### src/design/windowed_peak_trigger_top_macros.svh
// assertion macros shared by the windowed peak trigger design
// depends on clk_i and rst_ni being visible where a macro is used
`ifndef WINDOWED_PEAK_TRIGGER_TOP_MACROS_SVH
`define WINDOWED_PEAK_TRIGGER_TOP_MACROS_SVH

// same-cycle implication, checked out of reset
`define WPT_ASSERT_NOW(lbl, ante, cons, msg) \
  lbl: assert property (@(posedge clk_i) disable iff (!rst_ni) (ante) |-> (cons)) else $error(msg);

// next-cycle implication, checked out of reset
`define WPT_ASSERT_NEXT(lbl, ante, cons, msg) \
  lbl: assert property (@(posedge clk_i) disable iff (!rst_ni) (ante) |=> (cons)) else $error(msg);

`endif

### src/design/wpt_pkg.sv
// shared constants and register codes for the windowed peak trigger
// no dependencies
package wpt_pkg;

  localparam int NumChannelsDef = 4;
  localparam int SampleBitsDef  = 10;

  localparam int ChBits      = 2;
  localparam int ThrBits     = 10;
  localparam int PeakOutBits = 10;
  localparam int CountBits   = 17;
  localparam int MaxScanBits = 16;
  localparam int TimeBits    = 32;
  localparam int NumThr      = 4;

  localparam int CfgIdxBits  = 3;
  localparam int CfgDataBits = 16;

  localparam logic [MaxScanBits-1:0] MaxScanReset = MaxScanBits'(10);

  typedef enum logic [CfgIdxBits-1:0] {
    CFG_MAX_SCAN = 3'd0,
    CFG_THR_CH0  = 3'd1,
    CFG_THR_CH1  = 3'd2,
    CFG_THR_CH2  = 3'd3,
    CFG_THR_CH3  = 3'd4
  } cfg_idx_e;

endpackage

### src/design/wpt_if.sv
// valid/ready channel interfaces: sample input, hit output, register writes
// depends on wpt_pkg
interface wpt_smp_if #(
  parameter int SAMPLE_BITS = wpt_pkg::SampleBitsDef
);
  logic                          valid;
  logic                          ready;
  logic [wpt_pkg::ChBits-1:0]    channel_index;
  logic [SAMPLE_BITS-1:0]        sample;
  logic [wpt_pkg::TimeBits-1:0]  now_ms;

  modport source (output valid, channel_index, sample, now_ms, input ready);
  modport sink   (input valid, channel_index, sample, now_ms, output ready);
endinterface

interface wpt_hit_if;
  logic                             valid;
  logic                             ready;
  logic [wpt_pkg::ChBits-1:0]       hit_channel;
  logic [wpt_pkg::PeakOutBits-1:0]  hit_peak;

  modport source (output valid, hit_channel, hit_peak, input ready);
  modport sink   (input valid, hit_channel, hit_peak, output ready);
endinterface

interface wpt_cfg_if;
  logic                             valid;
  logic                             ready;
  logic [wpt_pkg::CfgIdxBits-1:0]   index;
  logic [wpt_pkg::CfgDataBits-1:0]  data;

  modport source (output valid, index, data, input ready);
  modport sink   (input valid, index, data, output ready);
endinterface

### src/design/windowed_peak_trigger_top.sv
// windowed peak trigger: per-channel peak windows held in one small state memory
// depends on wpt_pkg, wpt_if.sv and windowed_peak_trigger_top_macros.svh
//
// takes one sample word per cycle, back to back, on any mix of channels. a word
// goes through two stages: at acceptance the channel entry (peak, count, next
// time) is read from the state memory, and as the word leaves the update stage
// the entry is updated and written back. a word for the channel that is being
// written in the same cycle gets the new entry by forwarding, so repeated words
// on one channel need no gap. a hit word is loaded into the output register as
// the word that closed the window leaves the update stage. input ready drops
// only while a hit waits in the stage and the output register is still held by
// an earlier hit. the entries need no clearing pass: a valid bit per channel
// makes an entry read as zero until it is first written. register writes are
// taken in any cycle, ready stays high.
`include "windowed_peak_trigger_top_macros.svh"

module windowed_peak_trigger_top #(
  parameter int NUM_CHANNELS = wpt_pkg::NumChannelsDef,
  parameter int SAMPLE_BITS  = wpt_pkg::SampleBitsDef
) (
  input  logic      clk_i,
  input  logic      rst_ni,
  wpt_smp_if.sink   in_i,
  wpt_hit_if.source hit_o,
  wpt_cfg_if.sink   cfg_i
);
  import wpt_pkg::*;

  localparam int AddrBits = (NUM_CHANNELS > 1) ? $clog2(NUM_CHANNELS) : 1;
  localparam int CmpBits  = (SAMPLE_BITS > ThrBits) ? SAMPLE_BITS : ThrBits;

  // one memory entry per channel
  typedef struct packed {
    logic [SAMPLE_BITS-1:0] peak;
    logic [CountBits-1:0]   count;
    logic [TimeBits-1:0]    next_time;
  } entry_t;

  // configuration registers
  logic [MaxScanBits-1:0] max_scan_q;
  logic [ThrBits-1:0]     thr_q [NumThr];

  // state memory, valid bits and registered read word
  entry_t                 mem_q [NUM_CHANNELS];
  logic [NUM_CHANNELS-1:0] vld_q;
  entry_t                 rd_q;

  // update stage
  logic                   s1_valid_q;
  logic [ChBits-1:0]      s1_ch_q;
  logic [SAMPLE_BITS-1:0] s1_smp_q;
  logic [TimeBits-1:0]    s1_now_q;

  // output register
  logic                   out_vld_q;
  logic [ChBits-1:0]      out_ch_q;
  logic [PeakOutBits-1:0] out_peak_q;

  logic                   in_fire;
  logic                   in_range;
  logic [AddrBits-1:0]    in_addr;
  logic [AddrBits-1:0]    wr_addr;
  logic                   s1_close;
  logic                   s1_take;
  logic                   s1_hit;
  logic                   s1_adv;
  logic                   wr_en;
  entry_t                 wr_data;
  logic [CmpBits-1:0]     pk_ext;
  logic [CmpBits-1:0]     thr_ext;

  // ---------------------------------------------------------------- config
  assign cfg_i.ready = 1'b1;

  always_ff @(posedge clk_i or negedge rst_ni) begin
    if (!rst_ni) begin
      max_scan_q <= MaxScanReset;
      for (int i = 0; i < NumThr; i++) begin
        thr_q[i] <= '0;
      end
    end else if (cfg_i.valid) begin
      case (cfg_i.index)
        CFG_MAX_SCAN: max_scan_q <= cfg_i.data;
        CFG_THR_CH0:  thr_q[0]   <= cfg_i.data[ThrBits-1:0];
        CFG_THR_CH1:  thr_q[1]   <= cfg_i.data[ThrBits-1:0];
        CFG_THR_CH2:  thr_q[2]   <= cfg_i.data[ThrBits-1:0];
        CFG_THR_CH3:  thr_q[3]   <= cfg_i.data[ThrBits-1:0];
        default: ;  // writes past the register list are dropped
      endcase
    end
  end

  // ---------------------------------------------------------------- input side
  assign in_fire  = in_i.valid && in_i.ready;
  // channels past the configured count are accepted and dropped
  assign in_range = ({1'b0, in_i.channel_index} < (ChBits + 1)'(NUM_CHANNELS));
  assign in_addr  = AddrBits'(in_i.channel_index);
  assign wr_addr  = AddrBits'(s1_ch_q);
  assign in_i.ready = !s1_valid_q || s1_adv;

  // ---------------------------------------------------------------- update stage
  assign s1_close = (rd_q.count > {1'b0, max_scan_q});
  assign s1_take  = !s1_close && (s1_now_q >= rd_q.next_time);
  assign pk_ext   = CmpBits'(rd_q.peak);
  assign thr_ext  = CmpBits'(thr_q[s1_ch_q]);
  assign s1_hit   = s1_close && (pk_ext > thr_ext);
  // a hit may leave only when the output register is free or being emptied
  assign s1_adv   = !s1_hit || !out_vld_q || hit_o.ready;
  assign wr_en    = s1_valid_q && s1_adv && (s1_close || s1_take);

  always_comb begin
    wr_data = rd_q;
    if (s1_close) begin
      wr_data = '0;
    end else if (s1_take) begin
      if (s1_smp_q > rd_q.peak) begin
        wr_data.peak = s1_smp_q;
      end
      wr_data.count     = rd_q.count + CountBits'(1);
      wr_data.next_time = s1_now_q + TimeBits'(1);
    end
  end

  always_ff @(posedge clk_i or negedge rst_ni) begin
    if (!rst_ni) begin
      s1_valid_q <= 1'b0;
    end else if (in_fire) begin
      s1_valid_q <= in_range;
    end else if (s1_adv) begin
      s1_valid_q <= 1'b0;
    end
  end

  always_ff @(posedge clk_i) begin
    if (in_fire) begin
      s1_ch_q  <= in_i.channel_index;
      s1_smp_q <= in_i.sample;
      s1_now_q <= in_i.now_ms;
    end
  end

  // ---------------------------------------------------------------- state memory
  always_ff @(posedge clk_i or negedge rst_ni) begin
    if (!rst_ni) begin
      vld_q <= '0;
    end else if (wr_en) begin
      vld_q[wr_addr] <= 1'b1;
    end
  end

  // read-modify-write with write-to-read forwarding on the same channel
  always_ff @(posedge clk_i) begin
    if (wr_en) begin
      mem_q[wr_addr] <= wr_data;
    end
    if (in_fire) begin
      if (wr_en && (wr_addr == in_addr)) begin
        rd_q <= wr_data;
      end else if (vld_q[in_addr]) begin
        rd_q <= mem_q[in_addr];
      end else begin
        rd_q <= '0;
      end
    end
  end

  // ---------------------------------------------------------------- output register
  always_ff @(posedge clk_i or negedge rst_ni) begin
    if (!rst_ni) begin
      out_vld_q <= 1'b0;
    end else if (s1_valid_q && s1_adv && s1_hit) begin
      out_vld_q <= 1'b1;
    end else if (hit_o.ready) begin
      out_vld_q <= 1'b0;
    end
  end

  always_ff @(posedge clk_i) begin
    if (s1_valid_q && s1_adv && s1_hit) begin
      out_ch_q   <= s1_ch_q;
      out_peak_q <= PeakOutBits'(rd_q.peak);
    end
  end

  assign hit_o.valid       = out_vld_q;
  assign hit_o.hit_channel = out_ch_q;
  assign hit_o.hit_peak    = out_peak_q;

  // ---------------------------------------------------------------- checks
  `WPT_ASSERT_NOW(a_stall_needs_full_out, s1_valid_q && !s1_adv,
                  out_vld_q && !hit_o.ready, "stage stalled without a pending hit")
  `WPT_ASSERT_NEXT(a_stall_holds_stage, s1_valid_q && !s1_adv,
                   s1_valid_q && $stable(s1_ch_q) && $stable(rd_q), "stalled stage lost its word")
  `WPT_ASSERT_NOW(a_no_hit_overwrite, s1_valid_q && s1_adv && s1_hit,
                  !out_vld_q || hit_o.ready, "hit overwrote a pending result")
  `WPT_ASSERT_NEXT(a_close_clears_entry, wr_en && s1_close,
                   vld_q[$past(wr_addr)] && (mem_q[$past(wr_addr)] == '0),
                   "closed window left state behind")

endmodule
### src/flat_wrapper.sv
// flat-port wrapper written by rule: the top's interface ports become plain ports
module windowed_peak_trigger_top_flat import wpt_pkg::*;
#(
  parameter int NUM_CHANNELS = wpt_pkg::NumChannelsDef,
  parameter int SAMPLE_BITS  = wpt_pkg::SampleBitsDef
)
  (clk_i, rst_ni, in_i_valid, in_i_channel_index, in_i_sample, in_i_now_ms, in_i_ready, hit_o_valid, hit_o_hit_channel, hit_o_hit_peak, hit_o_ready, cfg_i_valid, cfg_i_index, cfg_i_data, cfg_i_ready);
  wpt_smp_if #(.SAMPLE_BITS(SAMPLE_BITS)) in_i_i ();
  wpt_hit_if hit_o_i ();
  wpt_cfg_if cfg_i_i ();
  input  logic clk_i;
  input  logic rst_ni;
  input wire logic [$bits(in_i_i.valid)-1:0] in_i_valid;
  input wire logic [$bits(in_i_i.channel_index)-1:0] in_i_channel_index;
  input wire logic [$bits(in_i_i.sample)-1:0] in_i_sample;
  input wire logic [$bits(in_i_i.now_ms)-1:0] in_i_now_ms;
  output wire logic [$bits(in_i_i.ready)-1:0] in_i_ready;
  output wire logic [$bits(hit_o_i.valid)-1:0] hit_o_valid;
  output wire logic [$bits(hit_o_i.hit_channel)-1:0] hit_o_hit_channel;
  output wire logic [$bits(hit_o_i.hit_peak)-1:0] hit_o_hit_peak;
  input wire logic [$bits(hit_o_i.ready)-1:0] hit_o_ready;
  input wire logic [$bits(cfg_i_i.valid)-1:0] cfg_i_valid;
  input wire logic [$bits(cfg_i_i.index)-1:0] cfg_i_index;
  input wire logic [$bits(cfg_i_i.data)-1:0] cfg_i_data;
  output wire logic [$bits(cfg_i_i.ready)-1:0] cfg_i_ready;
  assign in_i_i.valid = in_i_valid;
  assign in_i_i.channel_index = in_i_channel_index;
  assign in_i_i.sample = in_i_sample;
  assign in_i_i.now_ms = in_i_now_ms;
  assign in_i_ready = in_i_i.ready;
  assign hit_o_valid = hit_o_i.valid;
  assign hit_o_hit_channel = hit_o_i.hit_channel;
  assign hit_o_hit_peak = hit_o_i.hit_peak;
  assign hit_o_i.ready = hit_o_ready;
  assign cfg_i_i.valid = cfg_i_valid;
  assign cfg_i_i.index = cfg_i_index;
  assign cfg_i_i.data = cfg_i_data;
  assign cfg_i_ready = cfg_i_i.ready;
  windowed_peak_trigger_top #(.NUM_CHANNELS(NUM_CHANNELS), .SAMPLE_BITS(SAMPLE_BITS)) u_core (.clk_i(clk_i), .rst_ni(rst_ni), .in_i(in_i_i), .hit_o(hit_o_i), .cfg_i(cfg_i_i));
endmodule
### config.mk
export PLATFORM = sky130hd
export DESIGN_NAME = windowed_peak_trigger_top_flat
export DESIGN_NICKNAME = d
export VERILOG_FILES = /design/src/design/wpt_pkg.sv /design/src/design/wpt_if.sv /design/src/design/windowed_peak_trigger_top.sv /design/src/flat_wrapper.sv
export VERILOG_INCLUDE_DIRS = /design/src /design/src/design
export SDC_FILE = /design/constraint.sdc
export NUM_CORES = 1
export LEC_CHECK = 0
export BUFFER_PORTS_ARGS = -buffer_cell sky130_fd_sc_hd__clkbuf_2
export CELL_PAD_IN_SITES_DETAIL_PLACEMENT = 0
export CELL_PAD_IN_SITES_GLOBAL_PLACEMENT = 1
export CORE_MARGIN = 3
export CORE_UTILIZATION = 54
export CTS_BUF_LIST = sky130_fd_sc_hd__clkbuf_4 sky130_fd_sc_hd__clkbuf_8
export DETAILED_ROUTE_END_ITERATION = 10
export PLACE_DENSITY = 0.81
export SLEW_MARGIN = 20
export SYNTH_ARGS = -nofsm -noshare
export SYNTH_HDL_FRONTEND = slang
export SYNTH_SLANG_ARGS = --single-unit
export TNS_END_PERCENT = 100
### constraint.sdc
create_clock -name clk_i -period 9.29 [get_ports clk_i]
set_clock_uncertainty 0.15 [all_clocks]
set_input_delay 0 -clock clk_i [delete_from_list [all_inputs] [get_ports clk_i]]
set_output_delay 0 -clock clk_i [all_outputs]
set_load 0.05 [all_outputs]
==> results, run 1 <==
- The cell family contributing the most delay on the critical path is compound AO/OA/AOI/OAI gates.
- Cells fill 65.48% of the core in the end.
- The average instance in the mapped netlist occupies 14.59 sq um.
- The worst min-delay path class is in -> reg.
- In the final routed layout, each cell accounts on average for 21.03 um.
- The power density over cell area is 220.6 nW/um^2.
- The async set-or-reset flop fraction in the synthesized netlist is 15.01%.
- The root buffer cell is sky130_fd_sc_hd__clkbuf_8.
- After layout, the minimum clock period comes to 4.757 ns.
- The synthesized design spends more area on one cell type than any other, namely sky130_fd_sc_hd__edfxtp_1.
- The total chip power is 4.990 mW.
- The initial utilization of the core area, before any placement, comes to 54.91%.
- The initial antenna violation count was 0.
- The setup slack after placement is 4.571 ns.
- STA puts the critical path data arrival time at 4.82 ns.
- TritonCTS built the clock tree.
- The weighted congestion at the end of routability-driven global placement is 0.8016.
- The count of nets left with antenna violations once routing finished came out at 0.
- Post-CTS repair changed the size of 0 cells.
- The worst setup path is of the reg -> reg kind.
- The number of remaining DRC errors is 0.
- The final-report hold violation count came to 0.
- The overall via count from detail_route is 11840.
- The first-pass GRT wire length is 69430 um.
- Across all register-to-register paths, the minimum setup slack is 4.53 ns.
- The pin count of the biggest net entering global routing is 73.
- The repair_antennas step left the layout with diodes totalling 0.
- Across the VDD grid, the largest voltage drop is 0.1546 mV.
- The number of nets produced by synthesis is 1438.
- The number of instances in the placed design is 1791.
- The clock tree synthesis step divided the H-tree into 3 levels.
- For this run, the post-layout net count is 1681.
- The final critical-path share of the clock period is 51.21%.
- For this design the top-level I/O count stands at 83.
- The routed via count divided by cell count is 5.769.
- The clock buffer count from CTS is 70.
- Headroom to the max-slew limit came out at 26.46%.
- The count of different cell masters after synthesis is 63.
- Together, buffers and inverters on the worst path number 2.
- The count of buffers inserted at the top-level ports is 81.
- The final routed wirelength across all metal layers is 43170 um.
- The total area inside the core boundary comes to 34540 sq um.
- The tree built by TritonCTS fans out to 413 sinks.
- The number of global-route vias before repair was 12490.
- The clock passes through at most 3 buffers.
- Clock-pin slew was measured on the worst setup and hold paths at 0.06 ns.
- The top fanout value on the critical path is 59.
- In the post-route analysis, the smallest setup slack over all paths is 4.533 ns.
- The cell leakage power is 8.515 nW.
- Synthesis produced a netlist whose cell count is 1300.
- At the worst endpoint, the required time is 9.35 ns.
- The library cell contributing the largest single delay on the critical path is sky130_fd_sc_hd__buf_4.
- The count of yosys warnings during synthesis is 0.
- The residual overflow from global routing is 0.
- The horizontal die dimension is 193.4 um.
- Once detailed placement completed, the half-perimeter wirelength came to 25150 um.
- Of the synthesized area, sequential elements account for 63.76%.
- For this run, the top clock speed supported by timing is 210.2 MHz.
- The number of enable flip-flop cells after synthesis is 351.
- The total count of max-transition violations in the final report was 0.
- The violation count after the first detailed-route iteration is 852.
- Ranked by total cell area, the synthesized netlist is headed by sky130_fd_sc_hd__edfxtp_1 (56%), sky130_fd_sc_hd__mux4_2 (8.3%), sky130_fd_sc_hd__dfrtp_1 (7.9%), sky130_fd_sc_hd__ha_1 (4.6%), sky130_fd_sc_hd__mux2_2 (2.8%).
- The minimum hold slack is 0.05059 ns.
- On the worst path, the slowest cell contributes a delay of 0.76 ns.
- The portion of synthesized cell area occupied by the leading cell type is 55.57%.
- The final standard cell count with taps included and fillers excluded is 2053.
- Setup repair after global routing left no endpoint under its margin.
- Traced cell by cell, the critical path runs through ha_1 -> nand4_1 -> or4_1 -> a311o_1 -> a41o_1 -> nand2_1 -> buf_4 -> o22ai_1 -> nor2_4 -> buf_4.
- The worst-margin pin slew is 1.099 ns.
- The fraction of final layout cells with drive strength greater than 1 is 23.47%.
- The source-to-sink clock delay at the later pin of the worst-skew pair is 0.61 ns.
- The cell row count is 68.
- The pre-antenna-repair detailed-routing pass consisted of 5 iterations.
- The synthesized area is 18970 sq um.
- The post-route cell area is 22620 sq um.
- The worst setup path is launched from a flop.
- The placement-stage cell area is 19870 sq um.
- Global routing used 23.41% of the available tracks across all layers.
- The predominant post-synthesis flop cell is sky130_fd_sc_hd__edfxtp_1.
- Max-cap violations in this run came to 0.
- The area overhead of the layout relative to synthesis is 19.26%.
- The overall die area is 37410 sq um.
- The number of fill cells is 2544.
- STA classifies the critical path endpoint as a flop.
- The most repeated library cell on the critical path is sky130_fd_sc_hd__buf_4.
- Setup violations remaining at the end of the flow were counted as 0.
- The flow ran to the end, and the final reports show no timing, DRC or antenna violations.
- The total negative setup slack is 0 ns.
- The floorplan die height is 193.4 um.
- In this run, synthesis produced a sequential element count of 413.
-- worst paths after layout --
kind	start	to	depth (start not counted)
max in group asynchronous	rst_ni	u_core.thr_q[10]$_DFFE_PN0P_	4
min reg2reg	u_core.vld_q[1]$_DFFE_PN0P_	u_core.vld_q[1]$_DFFE_PN0P_	1
min	cfg_i_valid	u_core.max_scan_q[4]$_DFFE_PN0P_	5
max reg2reg	u_core.s1_now_q[29]$_DFFE_PP_	u_core.mem_q[0][17]$_DFFE_PP_	10
min in group asynchronous	rst_ni	u_core.thr_q[32]$_DFFE_PN0P_	4
max	u_core.s1_now_q[29]$_DFFE_PP_	u_core.mem_q[0][17]$_DFFE_PP_	10
-- Yosys cell counts (3+ instances only) --
master,instances
sky130_fd_sc_hd__a21boi_0,4
sky130_fd_sc_hd__xnor2_1,29
sky130_fd_sc_hd__and3_1,10
sky130_fd_sc_hd__xor2_1,15
sky130_fd_sc_hd__clkbuf_1,44
sky130_fd_sc_hd__ha_1,70
sky130_fd_sc_hd__and4_1,5
sky130_fd_sc_hd__nor3_1,39
sky130_fd_sc_hd__o21bai_1,3
sky130_fd_sc_hd__a221oi_1,3
sky130_fd_sc_hd__inv_1,106
sky130_fd_sc_hd__buf_6,3
sky130_fd_sc_hd__a21oi_1,61
sky130_fd_sc_hd__and2_1,9
sky130_fd_sc_hd__nand3_1,25
sky130_fd_sc_hd__a211o_1,3
sky130_fd_sc_hd__o31ai_1,6
sky130_fd_sc_hd__buf_1,10
sky130_fd_sc_hd__a21o_1,7
sky130_fd_sc_hd__mux4_2,70
sky130_fd_sc_hd__nand2b_1,6
sky130_fd_sc_hd__buf_2,7
sky130_fd_sc_hd__o22ai_1,32
sky130_fd_sc_hd__dfrtp_1,60
sky130_fd_sc_hd__o21ai_0,30
sky130_fd_sc_hd__a31o_2,4
sky130_fd_sc_hd__nor2b_1,5
sky130_fd_sc_hd__o31ai_2,16
sky130_fd_sc_hd__nand2_1,53
sky130_fd_sc_hd__nor2_1,78
sky130_fd_sc_hd__nand4_1,19
sky130_fd_sc_hd__mux2_2,48
sky130_fd_sc_hd__mux2i_1,10
sky130_fd_sc_hd__edfxtp_1,351
sky130_fd_sc_hd__o211ai_1,25
-- placed cells by master, fill, tap and decap left out, drive strengths merged, types with 15 or more instances in the layout --
cell type	instances
edfxtp	351
clkbuf	173
dlygate4sd3	135
inv	107
nor2	79
mux4	70
ha	70
a21oi	61
dfrtp	60
nand2	53
mux2	48
nor3	39
o22ai	32
o21ai	32
xnor2	29
clkinv	29
nand3	25
o211ai	25
o31ai	22
buf	21
nand4	19
xor2	15
-- where the power goes --
group	internal, mW	total [mW]	switching [mW]
Clock	0.884	1.61	0.728
Sequential	2.32	2.43	0.109
Combinational	0.366	0.951	0.586
Total	3.57	4.99	1.42
-- area by class of cell --
class	count	area [sq um]	area share, %
repair buffers	236	1909	8.441
well taps	455	569.3	2.517
inverters	106	397.9	1.759
clock inverters	34	217.7	0.9625
flip-flops and latches	413	12090	53.47
clock buffers	93	1174	5.189
multi-input cells	716	6257	27.66
-- layer usage --
metal / GRT usage (%) / vias to the layer above / wire length [um] / part of all wire, %
met5: 0 / - / 0 / 0
li1: - / 5464 / - / -
met2: 39.37 / 318 / 21620 / 50
met1: 31.29 / 5980 / 18530 / 43
met4: 7.126 / 0 / 913 / 2.1
met3: 4.580 / 82 / 2103 / 4.9
-- worst register-to-register path, stage by stage (launching register included) --
cell and delay, ns:
sky130_fd_sc_hd__edfxtp_1 0.44, sky130_fd_sc_hd__ha_1 0.33, sky130_fd_sc_hd__nand4_1 0.19, sky130_fd_sc_hd__or4_1 0.61, sky130_fd_sc_hd__a311o_1 0.34, sky130_fd_sc_hd__a41o_1 0.40, sky130_fd_sc_hd__nand2_1 0.14, sky130_fd_sc_hd__buf_4 0.38
sky130_fd_sc_hd__o22ai_1 0.40, sky130_fd_sc_hd__nor2_4 0.19, sky130_fd_sc_hd__buf_4 0.76
-- state kept, by name, summed over array words and instances (netlist names) --
signal / flops
u_core.mem_q: 236
u_core.rd_q: 49
u_core.thr_q: 40
u_core.s1_now_q: 32
u_core.max_scan_q: 16
u_core.hit_o.hit_peak: 10
u_core.pk_ext: 10
u_core.s1_smp_q: 10
u_core.vld_q: 4
u_core.hit_o.hit_channel: 2
u_core.s1_ch_q: 2
u_core.hit_o.valid: 1
u_core.s1_valid_q: 1
-- timing repair --
action	4_1_cts	5_1_grt
hold buffers	135	0
endpoints found under the hold margin	205	0
buffers inserted	0	0
-- cell families after synthesis --
family,synth area share (%)
compound gates,7.758
xor+xnor,2.032
fa+ha+maj,4.618
buf+inv,3.569
flops,63.76
mux,11.69
other cells,0.01977
simple gates,6.551
No activity file was read; power rests on OpenSTA's default activity.
==> run 2: changes to the inputs <==
--- a/config.mk
+++ b/config.mk
@@ -10,10 +10,10 @@
 export CELL_PAD_IN_SITES_DETAIL_PLACEMENT = 0
 export CELL_PAD_IN_SITES_GLOBAL_PLACEMENT = 1
 export CORE_MARGIN = 3
-export CORE_UTILIZATION = 54
+export CORE_UTILIZATION = 49
 export CTS_BUF_LIST = sky130_fd_sc_hd__clkbuf_4 sky130_fd_sc_hd__clkbuf_8
 export DETAILED_ROUTE_END_ITERATION = 10
-export PLACE_DENSITY = 0.81
+export PLACE_DENSITY = 0.78
 export SLEW_MARGIN = 20
 export SYNTH_ARGS = -nofsm -noshare
 export SYNTH_HDL_FRONTEND = slang
==> constraint.sdc (replaced) <==
create_clock -name clk_i -period 3.9 [get_ports clk_i]
set_clock_uncertainty 0.15 [all_clocks]
set_input_delay 0 -clock clk_i [delete_from_list [all_inputs] [get_ports clk_i]]
set_output_delay 0 -clock clk_i [all_outputs]
set_load 0.05 [all_outputs]
==> results, run 2 (synthesis results as in run 1) <==
- The flow ran to the end, and the final reports show no timing, DRC or antenna violations.
- Measured against its own limit, the worst slew margin works out to 42.42%.
- The cell count of the worst hold path is 1.
- The first global-routing pass estimated 70660 um of wire.
- The register with the most flip-flops in the layout has 236 of them.
- For this run, the slowest stage of the critical path takes 0.52 ns.
- The minimum hold slack is 0.02956 ns.
- Derived from the worst setup path, the maximum achievable clock frequency is 269.5 MHz.
- No sink is reached through more buffers than the 3 on the longest clock path.
- The cell count of the worst reg-to-reg path is 13.
- Before antenna repair, the detailed router went through 4 iterations.
- The commonest non-fill, non-tap cell in the layout is sky130_fd_sc_hd__edfxtp_1.
- The number of global-route vias before repair is 12630.
- For this run, design rule violations remaining after detail routing come to 0.
- The fraction of final layout cells with drive strength greater than 1 is 24.55%.
- The weighted congestion at the end of routability-driven global placement is 0.8545.
- The destination of the worst hold path is u_core.s1_ch_q[1]$_DFFE_PP_.
- The startpoint identified for the worst register-to-register timing path is u_core.s1_ch_q[0]$_DFFE_PP_.
- The number of clock sinks is 413.
- The HPWL after detailed placement is 27370 um.
- In the final design database the tool counted 1709 nets.
- The total count of max-transition violations in the final report is 0.
- 0 antenna diodes ended up in the layout.
- The root buffer cell chosen for the clock tree is sky130_fd_sc_hd__clkbuf_8.
- The required time of the critical path is 4.20 ns.
- For the worst setup path, the data arrival time is 4.01 ns.
- Among all stages on the critical path, the largest delay is contributed by sky130_fd_sc_hd__mux4_2.
- The worst setup path is captured at a flop.
- Measured along the x axis, the die boundary spans 202.7 um.
- The reg-to-reg setup timing slack is 0.19 ns.
- The number of instances in the placed design is 1871.
- Entering global routing, the biggest net connects 60 pins.
- More flip-flops sit in one register than any other, and that register is u_core.mem_q.
- The floorplan has 71 rows.
- Dividing total power by cell area gives a power density of 518.1 nW/um^2.
- The critical path is of the reg -> reg type.
- The top fanout value on the critical path is 20.
- For this block, the initial DRC count from the detailed router was 775.
- The total setup violations reported at the end of the flow is 0.
- The source-to-sink clock delay at the later pin of the worst-skew pair is 0.64 ns.
- Setup repair after global routing left no endpoint under its margin.
- Cells fill 60.79% of the core in the end.
- From bottom edge to top edge, the die measures 202.7 um.
- The final critical path takes up 95.16% of the cycle.
- VDD sags by at most 0.3092 mV.
- The end of the worst register-to-register path is u_core.rd_q[28]$_DFFE_PP_.
- In the layout the commonest cells are sky130_fd_sc_hd__edfxtp_1 (351), sky130_fd_sc_hd__dlygate4sd3_1 (137), sky130_fd_sc_hd__inv_1 (105), sky130_fd_sc_hd__clkbuf_2 (80), sky130_fd_sc_hd__nor2_1 (74).
- The final standard cell count with taps included and fillers excluded is 2132.
- The depth of the CTS H-tree is 3.
- The minimum clock period after layout is 3.711 ns.
- Traced cell by cell, the critical path runs through buf_12 -> mux4_2 -> inv_1 -> ha_1 -> nand4_1 -> a211o_1 -> o211ai_1 -> o211ai_1 -> o21ai_2 -> buf_4 -> or3_1 -> buf_4 -> o22ai_1.
- The core area is 37930 sq um.
- During placement, the flow inserted port buffers numbering 81.
- The startpoint of the lowest-slack hold path is in_i_channel_index[1].
- TritonCTS built the clock tree.
- The routed length per instance is 20.66 um.
- The cell leakage power is 8.664 nW.
- STA classifies the critical path startpoint as a flop.
- The min-delay analysis places its worst path in the category in -> reg.
- The initial antenna violation count is 0.
- The final-report hold violation count is 0.
- The initial cell density of the core is 50.00%.
- The remaining number of nets flagged by the antenna check after routing is 0.
- Across the run, the number of max-cap violations was 0.
- The overall die area is 41110 sq um.
- Wires add up to 44040 um.
- The global-route usage over all layers is 22.08%.
- The number of top-level pins is 83.
- In this run, CTS created clock tree buffers numbering 70.
- The residual overflow from global routing is 0.
- The area overhead of the layout relative to synthesis is 21.58%.
- The overall via count from detail_route is 11980.
- In the final layout, the registers with the most flip-flops are u_core.mem_q x236, u_core.rd_q x49, u_core.thr_q x40.
- For the pin with the worst max-slew slack, the measured transition is 0.8599 ns.
- Dividing the detail-routed via count by the number of cells gives 5.621.
- After clock tree synthesis, the clock-pin slew on the worst setup and hold paths is 0.06 ns.
==> run 2: cell types whose count changed in the layout (fill, tap and decap cells not counted), sizes merged <==
cell	previous run	this run
dlygate4sd3	135	137
bufinv	2	1
buf	21	47
clkinv	29	22
inv	107	110
==> run 2: power by group <==
group          switching [mW]  total [mW]  internal [mW]  leakage, nW
sequential              0.268        5.78           5.52         4.07
combinational            1.46        2.42          0.966         3.89
clock                    1.74        3.74           2.00        0.708
==> run 2: critical path, delay by kind of cell (launching register included) <==
family          cells  cell delay (ns)
flops               1             0.37
buf+inv             4             0.74
fa+ha+maj           1             0.24
simple gates        2             0.50
compound gates      5             1.00
mux                 1             0.52
==> run 2: area by class of cell <==
| class | instances | area [sq um] |
|---|---|---|
| clock buffers | 93 | 1155 |
| clock inverters | 29 | 178.9 |
| fillers | 2927 | 14870 |
| inverters | 106 | 397.9 |
| multi-input cells | 716 | 6297 |
| flip-flops and latches | 413 | 12090 |
| well taps | 511 | 639.4 |
| repair buffers | 264 | 2297 |
==> run 2: metrics by stage <==
| step | setup TNS [ns] | setup WS, ns | power, mW | area, sq um |
|---|---|---|---|---|
| after global routing | 0 | 0.001936 | 12.56 | 23060 |
| after detailed placement | 0 | 0.2154 | 8.153 | 20320 |
| after CTS | 0 | 0.1494 | 12.06 | 23040 |
| after global placement | 0 | 0.2800 | 8.083 | 20320 |
| after floorplan | -19.93 | -0.3378 | 7.360 | 19070 |
| final | 0 | 0.1889 | 11.95 | 23060 |
==> run 2: metal layers <==
layer	vias to the layer above	GRT usage, %	routed length [um]
li1	5531	-	-
met1	6037	30.96	19480
met2	357	35.30	21100
met3	59	4.137	2628
met4	0	7.201	834
met5	-	0	0
==> run 2: worst max-delay path by stage <==
stage	start	to
2_1_floorplan	u_core.s1_ch_q[0]$_DFFE_PP_	u_core.mem_q[2][0]$_DFFE_PP_
3_3_place_gp	u_core.s1_now_q[29]$_DFFE_PP_	u_core.mem_q[2][12]$_DFFE_PP_
3_5_place_dp	u_core.s1_now_q[30]$_DFFE_PP_	u_core.rd_q[28]$_DFFE_PP_
4_1_cts	u_core.s1_now_q[30]$_DFFE_PP_	u_core.rd_q[28]$_DFFE_PP_
5_1_grt	u_core.s1_ch_q[0]$_DFFE_PP_	u_core.rd_q[24]$_DFFE_PP_
6_report	u_core.s1_ch_q[0]$_DFFE_PP_	u_core.rd_q[28]$_DFFE_PP_
==> run 2: repair_timing <==
| action | in CTS | in global routing |
|---|---|---|
| setup buffers | 0 | 1 |
| resized for setup | 0 | 1 |
| hold endpoints to repair | 199 | 0 |
| hold buffers | 138 | 0 |
| endpoints found under the setup margin | 0 | 10 |
==> run 3: changes to the inputs <==
--- a/config.mk
+++ b/config.mk
@@ -10,10 +10,11 @@
 export CELL_PAD_IN_SITES_DETAIL_PLACEMENT = 0
 export CELL_PAD_IN_SITES_GLOBAL_PLACEMENT = 1
 export CORE_MARGIN = 3
-export CORE_UTILIZATION = 49
+export CORE_UTILIZATION = 54
 export CTS_BUF_LIST = sky130_fd_sc_hd__clkbuf_4 sky130_fd_sc_hd__clkbuf_8
 export DETAILED_ROUTE_END_ITERATION = 10
-export PLACE_DENSITY = 0.78
+export PLACE_DENSITY = 0.81
+export SETUP_SLACK_MARGIN = 0.5
 export SLEW_MARGIN = 20
 export SYNTH_ARGS = -nofsm -noshare
 export SYNTH_HDL_FRONTEND = slang
==> constraint.sdc (replaced) <==
create_clock -name clk_i -period 4.2 [get_ports clk_i]
set_clock_uncertainty 0.15 [all_clocks]
set_input_delay 0 -clock clk_i [delete_from_list [all_inputs] [get_ports clk_i]]
set_output_delay 0 -clock clk_i [all_outputs]
set_load 0.05 [all_outputs]
==> results, run 3 (synthesis results as in run 1) <==
- The data arrival time of the critical path is 3.76 ns.
- The required time of the critical path is 4.36 ns.
- For this run, the post-layout net count is 1710.
- The cell leakage power is 8.692 nW.
- Of the total power, combinational logic draws 20.7%.
- The clock network accounts for 31.5% of the total power.
- In this run the worst path has a maximum fanout of 11.
- The number of global-route vias before repair came to 12900.
- The run finished with clean final reports.
- After routing the design area is 23100 sq um.
- The repair_antennas step left the layout with diodes totalling 0.
- The root buffer cell chosen for the clock tree is sky130_fd_sc_hd__clkbuf_8.
- The initial antenna violation count is 0.
- For this run, design rule violations remaining after detail routing come to 0.
- Hold is met by 0.01619 ns.
- The smallest clock period supported by the final layout is computed as 3.593 ns.
- The kind of critical path is reg -> reg.
- The routed length per instance is 21.63 um.
- In the final layout, the registers with the most flip-flops are u_core.mem_q x236, u_core.rd_q x49, u_core.thr_q x40.
- The total count of max-transition violations in the final report is 0.
- Of the available clock period, the critical path in the final layout requires 85.54%.
- The clock-pin slew on the worst setup and hold paths is 0.06 ns.
- The HPWL after detailed placement is 27680 um.
- The cell family contributing the most delay on the critical path is simple AND/OR/NAND/NOR gates.
- The first global-routing pass estimated 71580 um of wire.
- Setup violations remaining at the end of the flow were counted as 0.
- The critical path goes through ha_1 -> nand4_1 -> or4_4 -> a311o_1 -> a41oi_4 -> buf_6 -> o21ai_1 -> buf_4 -> mux2i_1 -> nor2_1.
- The tool flagged a number of max-cap violations equal to 0.
- In the routed layout, each cell is associated on average with a via count of 5.894.
- In the layout the commonest cells are sky130_fd_sc_hd__edfxtp_1 (351), sky130_fd_sc_hd__dlygate4sd3_1 (131), sky130_fd_sc_hd__inv_1 (105), sky130_fd_sc_hd__clkbuf_2 (79), sky130_fd_sc_hd__nor2_1 (74).
- The final routed wirelength across all metal layers is 44870 um.
- The fraction of final layout cells with drive strength greater than 1 is 25.80%.
- The number of instances in the placed design is 1816.
- Counting both buffers and inverters, the worst setup path holds a total of 2.
- The internal power of the cells is 8.019 mW.
- The path class of the tightest hold or removal check is in -> reg.
- The global-route usage over all layers is 24.27%.
- The floorplan die height is 193.4 um.
- The flip-flop count of the largest register, all copies and words added is 236.
- The top achievable clock speed is 278.3 MHz.
- The number of fill cells is 2420.
- The number of clock buffers added by TritonCTS is 69.
- The highest cell delay on the worst timing path is 0.57 ns.
- For this run, the number of standard cells in the final layout without fillers is 2075.
- The congestion estimate from routability-driven global placement came to 0.8253.
- Clock tree synthesis found a total of 413 sinks.
- TritonCTS built the clock tree.
- The library cell contributing the largest single delay on the critical path is sky130_fd_sc_hd__or4_4.
- Counting flops per register, the top entry is u_core.mem_q.
- Power spread over the standard cell area amounts to 485.5 nW/um^2.
- The depth of the CTS H-tree is 3.
- The cell row count is 68.
- For the pin with the worst max-slew slack, the measured transition is 0.9960 ns.
- The floorplan step defined a core boundary enclosing 34540 sq um.
- The switching power share of the total is 28.51%.
- The residual overflow from global routing is 0.
- The area overhead of the layout relative to synthesis is 21.80%.
- The final-report hold violation count was 0.
- The number of search-and-repair iterations in the first detailed-routing pass is 5.
- Summed over all failing endpoints, the final setup total negative slack is 0 ns.
- In this run the tightest slew margin relative to its limit is 33.38%.
- The initial utilization of the core area, before any placement, comes to 54.91%.
- STA classifies the critical path startpoint as a flop.
- The number of top-level pins is 83.
- The detail route stage leaves a number of antenna-violating nets equal to 0.
- For the worst-skew pair, the clock arrives at the later sink with an insertion delay of 0.60 ns.
- The pin count of the biggest net entering global routing is 41.
- The detailed router placed 12230 vias in this run.
- Leaving out fill and tap cells, the most frequent cell in the layout is sky130_fd_sc_hd__edfxtp_1.
- The nature of the critical path endpoint is a flop.
- The count of buffers inserted at the top-level ports is 81.
- The placement-stage cell area is 20280 sq um.
- The sequential share of power is 47.7%.
- The number of buffers on the longest clock path is 3.
- For this run, the share of the core covered by cells in the final layout is 66.88%.
- Setup repair after global routing left no endpoint under its margin.
- VDD sags by at most 0.2547 mV.
- The violation count after the first detailed-route iteration is 983.
- The overall die area is 37410 sq um.
- In this run the power spent charging and discharging nets is 3.197 mW.
- The horizontal die dimension is 193.4 um.
==> run 3: worst paths after layout <==
path	startpoint	slack, ns	endpoint	cells after the start
hold reg to reg	u_core.vld_q[2]$_DFFE_PN0P_	0.33	u_core.vld_q[2]$_DFFE_PN0P_	2
min in group asynchronous	rst_ni	0.34	u_core.max_scan_q[1]$_DFFE_PN1P_	3
setup reg to reg	u_core.s1_now_q[22]$_DFFE_PP_	0.61	u_core.mem_q[1][57]$_DFFE_PP_	10
max in group asynchronous	rst_ni	2.14	u_core.max_scan_q[11]$_DFFE_PN0P_	4
setup / recovery	u_core.s1_now_q[22]$_DFFE_PP_	0.61	u_core.mem_q[1][57]$_DFFE_PP_	10
hold / removal	cfg_i_valid	0.02	u_core.thr_q[33]$_DFFE_PN0P_	5
==> run 3: layout make-up <==
| class | instances | area (sq um) | share of cell area (%) |
|---|---|---|---|
| sequential | 413 | 12090 | 52.35 |
| multi-input combinational | 716 | 6421 | 27.80 |
| timing repair buffer | 266 | 2273 | 9.841 |
| clock buffer | 96 | 1165 | 5.043 |
| tap | 455 | 569.3 | 2.464 |
| inverter | 106 | 397.9 | 1.722 |
| clock inverter | 23 | 180.2 | 0.7799 |
==> run 3: stage by stage <==
stage               worst slack, ns  power (mW)
finish                       0.6071       11.22
global route                 0.4917       11.75
CTS                          0.5171       11.23
detailed placement           0.3532       7.582
global placement             0.4067       7.513
floorplan                  -0.03572       6.860
==> run 3: per-layer routing <==
metal	part of all wire (%)	track usage, %	vias up	wire, um
met5	0	0	-	0
li1	-	-	5513	-
met3	6.1	4.476	82	2733
met4	2.5	8.411	0	1115
met1	43	33.22	6196	19250
met2	49	39.68	440	21770
==> run 3: power groups by stage <==
stage	Clock, mW	Combinational [mW]	Sequential [mW]
floorplan	0	1.43	5.43
global placement	0	2.11	5.41
detailed placement	0	2.15	5.43
CTS	3.61	2.28	5.35
global route	3.80	2.56	5.39
finish	3.54	2.33	5.35
==> run 3: repair_timing <==
action	CTS	global route
gates resized for setup	1	15
pin swaps	0	3
setup endpoints to repair	58	259
hold endpoints to repair	192	0
buffers inserted	3	6
hold buffers	131	0
cloned	0	0
==> run 3: tightest hold or removal path: cells and delay by family <==
kind / cells / cell delay, ns
buffers and inverters: 1 / 0.09
muxes: 1 / 0.26
and+or+nand+nor: 3 / 0.38
